[config.mk]
export PLATFORM = sky130hd
export DESIGN_NAME = io_soft_switch_bank_control
export DESIGN_NICKNAME = d
export VERILOG_FILES = /design/src/iossbc_pkg.sv /design/src/io_soft_switch_bank_control.sv
export VERILOG_INCLUDE_DIRS = /design/src /design/src/src
export SDC_FILE = /design/constraint.sdc
export NUM_CORES = 1
export LEC_CHECK = 0
export ABC_AREA = 0
export BUFFER_PORTS_ARGS = -buffer_cell sky130_fd_sc_hd__buf_2
export CORE_UTILIZATION = 59
export CTS_CLUSTER_DIAMETER = 80
export DETAILED_ROUTE_END_ITERATION = 10
export PLACE_DENSITY = 0.93
export SETUP_SLACK_MARGIN = 0.1
export SLEW_MARGIN = 20
export SYNTH_ARGS = -nofsm -noshare
export SYNTH_HDL_FRONTEND = slang
export SYNTH_SLANG_ARGS = --single-unit
[constraint.sdc]
create_clock -name clk -period 4.8 [get_ports clk]
set_input_delay 0.96 -clock clk [delete_from_list [all_inputs] [get_ports clk]]
set_output_delay 0.96 -clock clk [all_outputs]
set_load 0.05 [all_outputs]
[src/io_soft_switch_bank_control_macros.svh]
// ----------------------------------------------------------------------------
// io soft switch bank control assertion macros
// shared assertion forms for the soft switch block
// ----------------------------------------------------------------------------
`ifndef IO_SOFT_SWITCH_BANK_CONTROL_MACROS_SVH
`define IO_SOFT_SWITCH_BANK_CONTROL_MACROS_SVH

// condition holds at every edge out of reset
`define IOSSBC_CHECK(name, expr) \
  name: assert property (@(posedge clk) disable iff (rst) (expr)) \
    else $error("io soft switch check failed");

// condition in one cycle implies result in the next
`define IOSSBC_CHECK_NEXT(name, ante, cons) \
  name: assert property (@(posedge clk) disable iff (rst) (ante) |=> (cons)) \
    else $error("io soft switch sequence check failed");

`endif

[src/iossbc_pkg.sv]
// ----------------------------------------------------------------------------
// iossbc_pkg
// types, group codes and flag positions for the io soft switch block
// ----------------------------------------------------------------------------
`default_nettype none

package iossbc_pkg;

  typedef struct packed {
    logic       mode;
    logic [7:0] io_offset;
    logic [7:0] key_data;
    logic [7:0] anykey_data;
    logic [7:0] vblank_data;
    logic [2:0] buttons;
  } access_t;

  typedef struct packed {
    logic [7:0] read_data;
    logic       aux_read;
    logic       aux_write;
    logic       aux_zero_page;
    logic       internal_slot_rom;
    logic [3:0] lc_mode;
    logic [7:0] switch_flags;
    logic [3:0] annunciators;
    logic       speaker_level;
    logic [1:0] speaker_edges;
    logic       key_strobe_clear;
  } result_t;

  // access mode
  localparam logic MODE_WRITE = 1'b1;

  // switch groups (upper nibble of the offset)
  localparam logic [3:0] GRP_SWITCH  = 4'h0;
  localparam logic [3:0] GRP_STATUS  = 4'h1;
  localparam logic [3:0] GRP_SPEAKER = 4'h3;
  localparam logic [3:0] GRP_DISPLAY = 4'h5;
  localparam logic [3:0] GRP_BUTTON  = 4'h6;
  localparam logic [3:0] GRP_LC      = 4'h8;

  // memory map flag positions
  localparam int MM_RAMRD     = 0;
  localparam int MM_RAMWRT    = 1;
  localparam int MM_INTCXROM  = 2;
  localparam int MM_ALTZP     = 3;
  localparam int MM_SLOTC3ROM = 4;
  localparam int MM_STORE80   = 5;

  // display flag positions
  localparam int DF_COL80      = 0;
  localparam int DF_ALTCHARSET = 1;
  localparam int DF_TEXT       = 2;
  localparam int DF_MIXED      = 3;
  localparam int DF_PAGE2      = 4;
  localparam int DF_HIRES      = 5;

  // language card mode positions
  localparam int LC_READRAM = 0;
  localparam int LC_BANK2   = 1;
  localparam int LC_WREN    = 2;
  localparam int LC_WRB2    = 3;

  localparam logic [7:0] FLAG_SET   = 8'h80;
  localparam logic [7:0] FLAG_CLEAR = 8'h00;
  localparam logic [1:0] EDGES_READ  = 2'd1;
  localparam logic [1:0] EDGES_WRITE = 2'd2;

  function automatic logic [7:0] flag80(input logic b);
    return b ? FLAG_SET : FLAG_CLEAR;
  endfunction

endpackage

`default_nettype wire

[src/io_soft_switch_bank_control.sv]
// an accepted access reaches its result transaction through the input register, then the result register
// throughput: one access per cycle, sustained, with no stall on the result side
// an input register and a result register part the two handshakes
// reset clears all flags, the speaker level, language card to rom read with
// writes disabled, and empties both registers
// ----------------------------------------------------------------------------
// io_soft_switch_bank_control
// soft switch flags, annunciators, speaker and language card bank decode for
// one access to the io page per transaction
// ----------------------------------------------------------------------------
`default_nettype none
`include "io_soft_switch_bank_control_macros.svh"

module io_soft_switch_bank_control (
  input  wire                  clk,
  input  wire                  rst,
  input  wire                  access_valid,
  output logic                 access_stall,
  input  iossbc_pkg::access_t  access,
  output logic                 result_valid,
  input  wire                  result_stall,
  output iossbc_pkg::result_t  result
);

  iossbc_pkg::access_t pending;
  logic                pending_valid;

  logic [5:0] mm_flags;
  logic [5:0] df_flags;
  logic [3:0] annunciator_bits;
  logic [3:0] lc_state;
  logic       speaker_bit;

  logic [5:0] mm_flags_next;
  logic [5:0] df_flags_next;
  logic [3:0] annunciator_bits_next;
  logic [3:0] lc_state_next;
  logic       speaker_bit_next;
  iossbc_pkg::result_t result_next;

  logic accept;
  logic advance;
  logic speaker_read;
  logic lc_bank2_ok;

  assign advance      = pending_valid && (!result_valid || !result_stall);
  assign access_stall = pending_valid && !advance;
  assign accept       = access_valid && !access_stall;

  always_comb begin
    logic       wr;
    logic [3:0] grp;
    logic [3:0] n;
    logic [7:0] rd;
    logic [1:0] edges;
    logic       strobe;
    logic       wren;
    logic       readram;

    wr      = (pending.mode == iossbc_pkg::MODE_WRITE);
    grp     = pending.io_offset[7:4];
    n       = pending.io_offset[3:0];
    rd      = 8'h00;
    edges   = 2'd0;
    strobe  = 1'b0;
    wren    = n[0];
    readram = ~(n[1] ^ n[0]);

    mm_flags_next         = mm_flags;
    df_flags_next         = df_flags;
    annunciator_bits_next = annunciator_bits;
    lc_state_next         = lc_state;
    speaker_bit_next      = speaker_bit;

    case (grp)
      iossbc_pkg::GRP_SWITCH: begin
        if (wr) begin
          case (n[3:1])
            3'd0:    mm_flags_next[iossbc_pkg::MM_STORE80]   = n[0];
            3'd1:    mm_flags_next[iossbc_pkg::MM_RAMRD]     = n[0];
            3'd2:    mm_flags_next[iossbc_pkg::MM_RAMWRT]    = n[0];
            3'd3:    mm_flags_next[iossbc_pkg::MM_INTCXROM]  = n[0];
            3'd4:    mm_flags_next[iossbc_pkg::MM_ALTZP]     = n[0];
            3'd5:    mm_flags_next[iossbc_pkg::MM_SLOTC3ROM] = n[0];
            3'd6:    df_flags_next[iossbc_pkg::DF_COL80]     = n[0];
            default: df_flags_next[iossbc_pkg::DF_ALTCHARSET] = n[0];
          endcase
        end else begin
          rd = pending.key_data;
        end
      end
      iossbc_pkg::GRP_STATUS: begin
        if (wr) begin
          strobe = 1'b1;
        end else begin
          strobe = (n == 4'h0);
          case (n)
            4'h0: rd = pending.anykey_data;
            4'h1: rd = iossbc_pkg::flag80(lc_state[iossbc_pkg::LC_BANK2]);
            4'h2: rd = iossbc_pkg::flag80(lc_state[iossbc_pkg::LC_READRAM]);
            4'h3: rd = iossbc_pkg::flag80(mm_flags[iossbc_pkg::MM_RAMRD]);
            4'h4: rd = iossbc_pkg::flag80(mm_flags[iossbc_pkg::MM_RAMWRT]);
            4'h5: rd = iossbc_pkg::flag80(mm_flags[iossbc_pkg::MM_INTCXROM]);
            4'h6: rd = iossbc_pkg::flag80(mm_flags[iossbc_pkg::MM_ALTZP]);
            4'h7: rd = iossbc_pkg::flag80(mm_flags[iossbc_pkg::MM_SLOTC3ROM]);
            4'h8: rd = iossbc_pkg::flag80(mm_flags[iossbc_pkg::MM_STORE80]);
            4'h9: rd = pending.vblank_data;
            4'hA: rd = iossbc_pkg::flag80(df_flags[iossbc_pkg::DF_TEXT]);
            4'hB: rd = iossbc_pkg::flag80(df_flags[iossbc_pkg::DF_MIXED]);
            4'hC: rd = iossbc_pkg::flag80(df_flags[iossbc_pkg::DF_PAGE2]);
            4'hD: rd = iossbc_pkg::flag80(df_flags[iossbc_pkg::DF_HIRES]);
            4'hE: rd = iossbc_pkg::flag80(df_flags[iossbc_pkg::DF_ALTCHARSET]);
            default: rd = iossbc_pkg::flag80(df_flags[iossbc_pkg::DF_COL80]);
          endcase
        end
      end
      iossbc_pkg::GRP_SPEAKER: begin
        if (wr) begin
          edges = iossbc_pkg::EDGES_WRITE;
        end else begin
          edges            = iossbc_pkg::EDGES_READ;
          speaker_bit_next = ~speaker_bit;
        end
      end
      iossbc_pkg::GRP_DISPLAY: begin
        if (!n[3]) begin
          case (n[2:1])
            2'd0:    df_flags_next[iossbc_pkg::DF_TEXT]  = n[0];
            2'd1:    df_flags_next[iossbc_pkg::DF_MIXED] = n[0];
            2'd2:    df_flags_next[iossbc_pkg::DF_PAGE2] = n[0];
            default: df_flags_next[iossbc_pkg::DF_HIRES] = n[0];
          endcase
        end else if (!wr) begin
          // annunciator set sense is inverted
          annunciator_bits_next[n[2:1]] = ~n[0];
        end
      end
      iossbc_pkg::GRP_BUTTON: begin
        if (!wr) begin
          case (n)
            4'h1:    rd = iossbc_pkg::flag80(pending.buttons[0]);
            4'h2:    rd = iossbc_pkg::flag80(pending.buttons[1]);
            4'h3:    rd = iossbc_pkg::flag80(pending.buttons[2]);
            default: rd = 8'h00;
          endcase
        end
      end
      iossbc_pkg::GRP_LC: begin
        lc_state_next = {wren & ~n[3], wren, readram & ~n[3], readram};
      end
      default: begin
      end
    endcase

    if (wr) begin
      rd = 8'h00;
    end

    result_next.read_data         = rd;
    result_next.aux_read          = mm_flags_next[iossbc_pkg::MM_RAMRD];
    result_next.aux_write         = mm_flags_next[iossbc_pkg::MM_RAMWRT];
    result_next.aux_zero_page     = mm_flags_next[iossbc_pkg::MM_ALTZP];
    result_next.internal_slot_rom = mm_flags_next[iossbc_pkg::MM_INTCXROM];
    result_next.lc_mode           = lc_state_next;
    result_next.switch_flags      = {df_flags_next[iossbc_pkg::DF_HIRES],
                                     df_flags_next[iossbc_pkg::DF_PAGE2],
                                     df_flags_next[iossbc_pkg::DF_MIXED],
                                     df_flags_next[iossbc_pkg::DF_TEXT],
                                     df_flags_next[iossbc_pkg::DF_ALTCHARSET],
                                     df_flags_next[iossbc_pkg::DF_COL80],
                                     mm_flags_next[iossbc_pkg::MM_SLOTC3ROM],
                                     mm_flags_next[iossbc_pkg::MM_STORE80]};
    result_next.annunciators      = annunciator_bits_next;
    result_next.speaker_level     = speaker_bit_next;
    result_next.speaker_edges     = edges;
    result_next.key_strobe_clear  = strobe;
  end

  always_ff @(posedge clk) begin
    if (rst) begin
      pending_valid    <= 1'b0;
      result_valid     <= 1'b0;
      mm_flags         <= '0;
      df_flags         <= '0;
      annunciator_bits <= '0;
      lc_state         <= '0;
      speaker_bit      <= 1'b0;
    end else begin
      pending_valid <= accept || (pending_valid && !advance);
      result_valid  <= advance || (result_valid && result_stall);
      if (advance) begin
        mm_flags         <= mm_flags_next;
        df_flags         <= df_flags_next;
        annunciator_bits <= annunciator_bits_next;
        lc_state         <= lc_state_next;
        speaker_bit      <= speaker_bit_next;
      end
    end
  end

  always_ff @(posedge clk) begin
    if (accept) begin
      pending <= access;
    end
    if (advance) begin
      result <= result_next;
    end
  end

  assign speaker_read = advance && (pending.io_offset[7:4] == iossbc_pkg::GRP_SPEAKER)
                        && (pending.mode != iossbc_pkg::MODE_WRITE);
  assign lc_bank2_ok  = !lc_state[iossbc_pkg::LC_BANK2] || lc_state[iossbc_pkg::LC_READRAM];

  `IOSSBC_CHECK(a_lc_bank2_needs_ram, lc_bank2_ok)
  `IOSSBC_CHECK(a_lc_out_matches, !result_valid || result.lc_mode == lc_state)
  `IOSSBC_CHECK_NEXT(a_advance_fills, advance, result_valid)
  `IOSSBC_CHECK_NEXT(a_speaker_read, speaker_read, speaker_bit != $past(speaker_bit))

endmodule

`default_nettype wire

### Word level (Yosys, flattened, before mapping)

Cells that the tools add are included.

| storage, ports and cells | value |
|---|---|
| flip-flop bits (word level) | 91 |
| input bits | 40 |
| output and inout bits | 34 |

| operators by class | value |
|---|---|
| magnitude comparators | 2 |
| equality and inequality tests | 27 |
| muxes and demuxes | 49 |
| bitwise operators | 7 |
| reduce and logical (&&, ||, !) cells | 18 |

Operators with widths:

| kind | number |
|---|---|
| 2-to-1 mux 8 bit | 17 |
| one-hot mux 8 bit (15 select lines) | 1 |
| one-hot mux 8 bit (3 select lines) | 2 |
| equality test 4 bit, second input constant | 8 |
| equality test 4 x 3 -> 1 bit, second input constant | 6 |
| 2-to-1 mux 4 bit | 6 |
| 2-to-1 mux 1 bit | 16 |
| equality test 4 x 2 -> 1 bit, second input constant | 3 |
| 2-to-1 mux 6 bit | 2 |
| equality test 3 bit, second input constant | 3 |
| equality test 4 x 1 -> 1 bit, second input constant | 2 |
| logical NOT 4 bit | 2 |
| OR reduction 7 bit | 1 |
| equality test 3 x 2 -> 1 bit, second input constant | 2 |
| 2-to-1 mux 2 bit | 3 |
| logical AND 1 bit | 5 |
| bitwise mux 4 bit | 1 |
| logical NOT 1 bit | 4 |
| inverter 1 bit | 4 |
| equality test 3 x 1 -> 1 bit, second input constant | 1 |
| logical NOT 3 bit | 1 |
| logical OR 1 bit | 3 |
| less-than comparator 2 x 3 -> 1 bit, second input constant | 1 |
| OR reduction 3 bit | 1 |
| other kinds (7) | 8 |

### Longest topological paths before layout

| depth | value |
|---|---|
| word-level depth | 8 |
| depth in mapped cells | 7 |
| gate-level depth less buffers | 6 |

### Least setup slack after synthesis

No wires, ideal clock.

| timing | value |
|---|---|
| kind | input-to-reg |
| start point | input port result_stall |
| end point | register pending[0] (netlist bit), enable pin |
| setup time | 433 ps |
| arrival | 2980 ps |
| required time | 4367 ps |
| path slack | 1387 ps |
| cell stages on the path | 2 |
| path buffers | 0 |
| cells stage by stage | and3_1 -> nor2b_1 |

| between the ends | value |
|---|---|
| cells in the longest elaborated chain, start to end | 7 |

Ends and longest elaborated chain:

| what | line | RTL |
|---|---|---|
| start: declaration | io_soft_switch_bank_control.sv:21 | `input wire result_stall,` |
| logical NOT 1 bit | io_soft_switch_bank_control.sv:46 | `assign advance = pending_valid && (!result_valid \|\| !result_stall);` |
| logical OR 1 bit | io_soft_switch_bank_control.sv:46 |  |
| logical AND 1 bit | io_soft_switch_bank_control.sv:46 |  |
| logical NOT 1 bit | io_soft_switch_bank_control.sv:47 | `assign access_stall = pending_valid && !advance;` |
| logical AND 1 bit | io_soft_switch_bank_control.sv:47 |  |
| logical NOT 1 bit | io_soft_switch_bank_control.sv:48 | `assign accept = access_valid && !access_stall;` |
| logical AND 1 bit | io_soft_switch_bank_control.sv:48 |  |
| named net accept | io_soft_switch_bank_control.sv:41 | `logic accept;` |
| end signal: assignment | io_soft_switch_bank_control.sv:203 | `pending <= access;` |
| end: declaration | io_soft_switch_bank_control.sv:25 | `iossbc_pkg::access_t pending;` |

The timed path passes the listed nets, and every way through them passes these cells.
A chain may end at the register's enable or synchronous reset.

### Worst setup path in the final report

| timing | value |
|---|---|
| start point | register pending[27] (netlist bit) |
| end point | register result[25] (netlist bit), data pin |

| between the ends | value |
|---|---|
| cells in the longest elaborated chain, start to end | 3 |
| elaborated cells between the ends (all ways) | 18 |
| those cells by class | eq/ne: 14; mux: 3; reduce/logical: 1 |

Ends and longest elaborated chain:

| what | line | RTL |
|---|---|---|
| equality test 4 bit (tied with other cells) | io_soft_switch_bank_control.sv:97 | `case (n)` |
| one-hot mux 8 bit (15 select lines) / one-hot mux 8 bit (3 select lines) (equally long branches) | io_soft_switch_bank_control.sv:97, io_soft_switch_bank_control.sv:140 |  |
| one-hot mux 8 bit (3 select lines) * | io_soft_switch_bank_control.sv:75 | `case (grp)` |
| end signal: assignment | io_soft_switch_bank_control.sv:206 | `result <= result_next;` |
| end: declaration | io_soft_switch_bank_control.sv:22 | `output iossbc_pkg::result_t result` |

Mark *: on every way between the ends. The rest lies on a longest branch, timed or not.

==> impl_results.md <==
* ANT nets after route at 0
* Gate count of the mapped netlist at between 300 and 400
* Num rows at 29
* RSZ-0062 raised after global routing: false
* Detailed Route WL at about 7400 um
* Setup ws final at 2.16 ns
* Clock sinks at just over 90
* Port Buf Inserts at 73
* Synthesis-to-layout area growth at 14.7%
* Internal power at around 1100 uW
* GRT busiest layer: met2
* Die area at between 6000 and 7000 um2
* Worst Path Buf+Inv at 1
* DR vias/cell at 5.84
* Post-layout util at a little over two thirds
* Placeable Area at about 6400 um2
* Final hold viol count at 0
* Remaining global-route overflow at 0
* Async S/R FF share, synth at 0%
* Max-slew headroom at 36.4%
* Met1 Usage GRT at a little over a quarter
* Sw frac at 26.5%
* Hold WC Path Type: reg2reg
* Most frequent cells in the layout: buf_2 (73), edfxtp_1 (68), nor2_1 (40), dfxtp_1 (23), nand2_1 (18)
* H-tree Lvls at 3
* Inst Count DP at between 400 and 500
* LEAKAGE at approximately 0.0018 uW
* Slowest stage cell, crit path: edfxtp_1
* Largest net degree at the start of global routing at 45
* Fmax at between 300 and 400 MHz
* Register area share after synthesis at 64.0%
* Cts repair resizes at 0
* DP Worst Slack at between 1.5 and 2 ns
* Hold buffer count at cts at 0
* Final setup viols at 0
* Worst Hold Depth at 2
* Register share of total power at roughly 60%
* Type of destination of the critical path: flip-flop
* First-pass GRT wire length at roughly 12000 um
* Total of max-cap violations at 0
* Multi-input gate area at 1310 um2
* DIE WIDTH at 83.4 um
* Worst clock skew at 0.00954 ns
* Commonest non-fill, non-tap cell in the layout: buf_2
* CTS tree: done
* Cell area after synthesis at a little under 4000 um2
* Critical setup path kind: reg2reg
* Post-synth top flop: edfxtp_1
* Fin crit period at 2.64 ns
* Worst path max stage delay at 0.78 ns
* Cell count along the critical path at 6
* Num CTS Buffers at 9
* Chip Height at 83.4 um
* Non-filler cells, final at 457
* Max clock buf depth at 2
* Vias in the first global route at 2587
* Post-synth EDFFs at 68
* Iteration count of the initial detailed-routing pass at 5
* Routing usage on met2 at a little under two fifths
* Status: completed
* RD Place Congestion at 0.854
* Post-CTS Setup Repair Bufs at 0
* Setup TNS at 0 ns
* NetSw at about 410 uW
* Clk Latency, worst-skew pair at 0.35 ns
* Clock slew at reported path FFs at about 0.09 ns
* Synthesized net count at 352
* CP delay by family, top: flip-flops
* Slew Limit Fails at 0
* Crit path DAT at 2.73 ns
* Least-Margin Pin Slew at around 0.95 ns
* Nets at 419
* Layout cells sized above 1 at a little over a quarter
* GRT Total Usage at between 20% and 30%
* Initial Util at 61.3%
* DRC at 0
* CTS root buf: clkbuf_8
* WL/cell at 16.2 um
* #FFs+latches synth at 91
* Fill cells at 441
* Ys Warns at 0
* I/O pin cnt at between 70 and 80
* Register Area at between 2000 and 3000 um2
* Crit-path cells: inv_1 > ha_1 > nor3_1 > a211oi_2 > a22oi_1 > nor2_1
* Final period util at 54.9%
* Setup crit start kind: flip-flop
* Final antenna diode count at 0
* Worst vdd ir at around 0.34 mV
* Worst-case reg-to-reg path depth at 6
* HPWL after DPL at 4960 um
* Vias at roughly 2700
* Comb power frac at 10.7%
* Unique cell type count in the Yosys netlist at 52
* Syn_area_per_cell at 12.7 um2
* Pwr Density at 344 nW/um2
* Initial antenna violation count at 0
* Clock share of power at slightly below 30%
* Worst-path maximum fanout at 19
* Crit path required time at 4.89 ns
* M3 GR Usage at 6.86%
* Initial drt markers at between 200 and 250
-- per-layer routing --
layer | share of wire [%] | up-vias
li1 | - | 1278
met1 | 41 | 1267
met2 | 52 | 115
met3 | 6.8 | 9
met4 | 0.98 | 0
met5 | 0 | -
-- metrics by stage --
step / hold slack (ns) / instance area (um2) / power, uW
6_report: 0.506 / 4490 / 1540
5_1_grt: 0.524 / 4490 / 1600
4_1_cts: 0.506 / 4490 / 1550
3_5_place_dp: 0.484 / 4320 / 1100
3_3_place_gp: 0.458 / 4320 / 1100
2_1_floorplan: 0.446 / 3910 / 1050
-- state kept, by name (all words and copies together) (netlist names) --
register,cells
annunciator_bits,4
result,32
speaker_bit,1
df_flags,6
pending,36
pending_valid,1
lc_state,4
result_valid,1
mm_flags,6
-- worst paths after layout --
path	from	to	slack (ns)
worst max-delay path	pending[27]$_DFFE_PP_	result[25]$_SDFFCE_PP0P_	2.16
worst min register to register	pending_valid$_SDFF_PP0_	result_valid$_SDFF_PP0_	0.51
worst max register to register	pending[27]$_DFFE_PP_	result[25]$_SDFFCE_PP0P_	2.16
worst min-delay path	pending_valid$_SDFF_PP0_	result_valid$_SDFF_PP0_	0.51
-- cells by family (layout without fill, tap and decap cells) --
group                      count (synthesis)  in the layout  share of synthesized area [%]
adders and majority gates                  4              4                           1.28
buffers and inverters                     28            100                           2.85
AOI/OAI and AO/OA                         52             52                           10.8
muxes                                     22             22                           6.01
DFF                                       91             91                           64.0
and+or+nand+nor                          109            109                           14.6
xor gates and xnor gates                   2              2                          0.448
-- power groups by stage --
stage          clock, uW  sequential (uW)  combinational [uW]
3_5_place_dp           0              938                 165
5_1_grt              497              926                 177
4_1_cts              466              921                 166
3_3_place_gp           0              936                 160
6_report             457              921                 166
2_1_floorplan          0              974                78.1
-- synthesized netlist by cell type (all sizes together), types with 6 or more instances --
cell type  instances  area [um2]
edfxtp            68        2040
nor2              40         150
dfxtp             23         460
nand2             18        67.6
mux2              12         135
clkbuf            10        37.5
inv               10        37.5
mux2i             10         100
o21a               9        67.6
buf                8        36.3
a22oi              7        52.6
nand3              7        35.0
o2bb2ai            7        61.3
nand2b             6        37.5
nor3               6        30.0
-- layout make-up --
cell class	count	share of cell area, %
multi-input combinational	189	29.1
sequential	91	55.8
clock buffer	9	2.76
clock inverter	7	1.09
timing repair buffer	74	8.31
inverter	10	0.836
tap	77	2.15
-- worst min-delay path, stage by stage (launching register included) --
cell and delay (ns):
dfxtp_1 0.35, a21oi_1 0.05, nor2_1 0.07
Power figures use the tool's default switching activity.
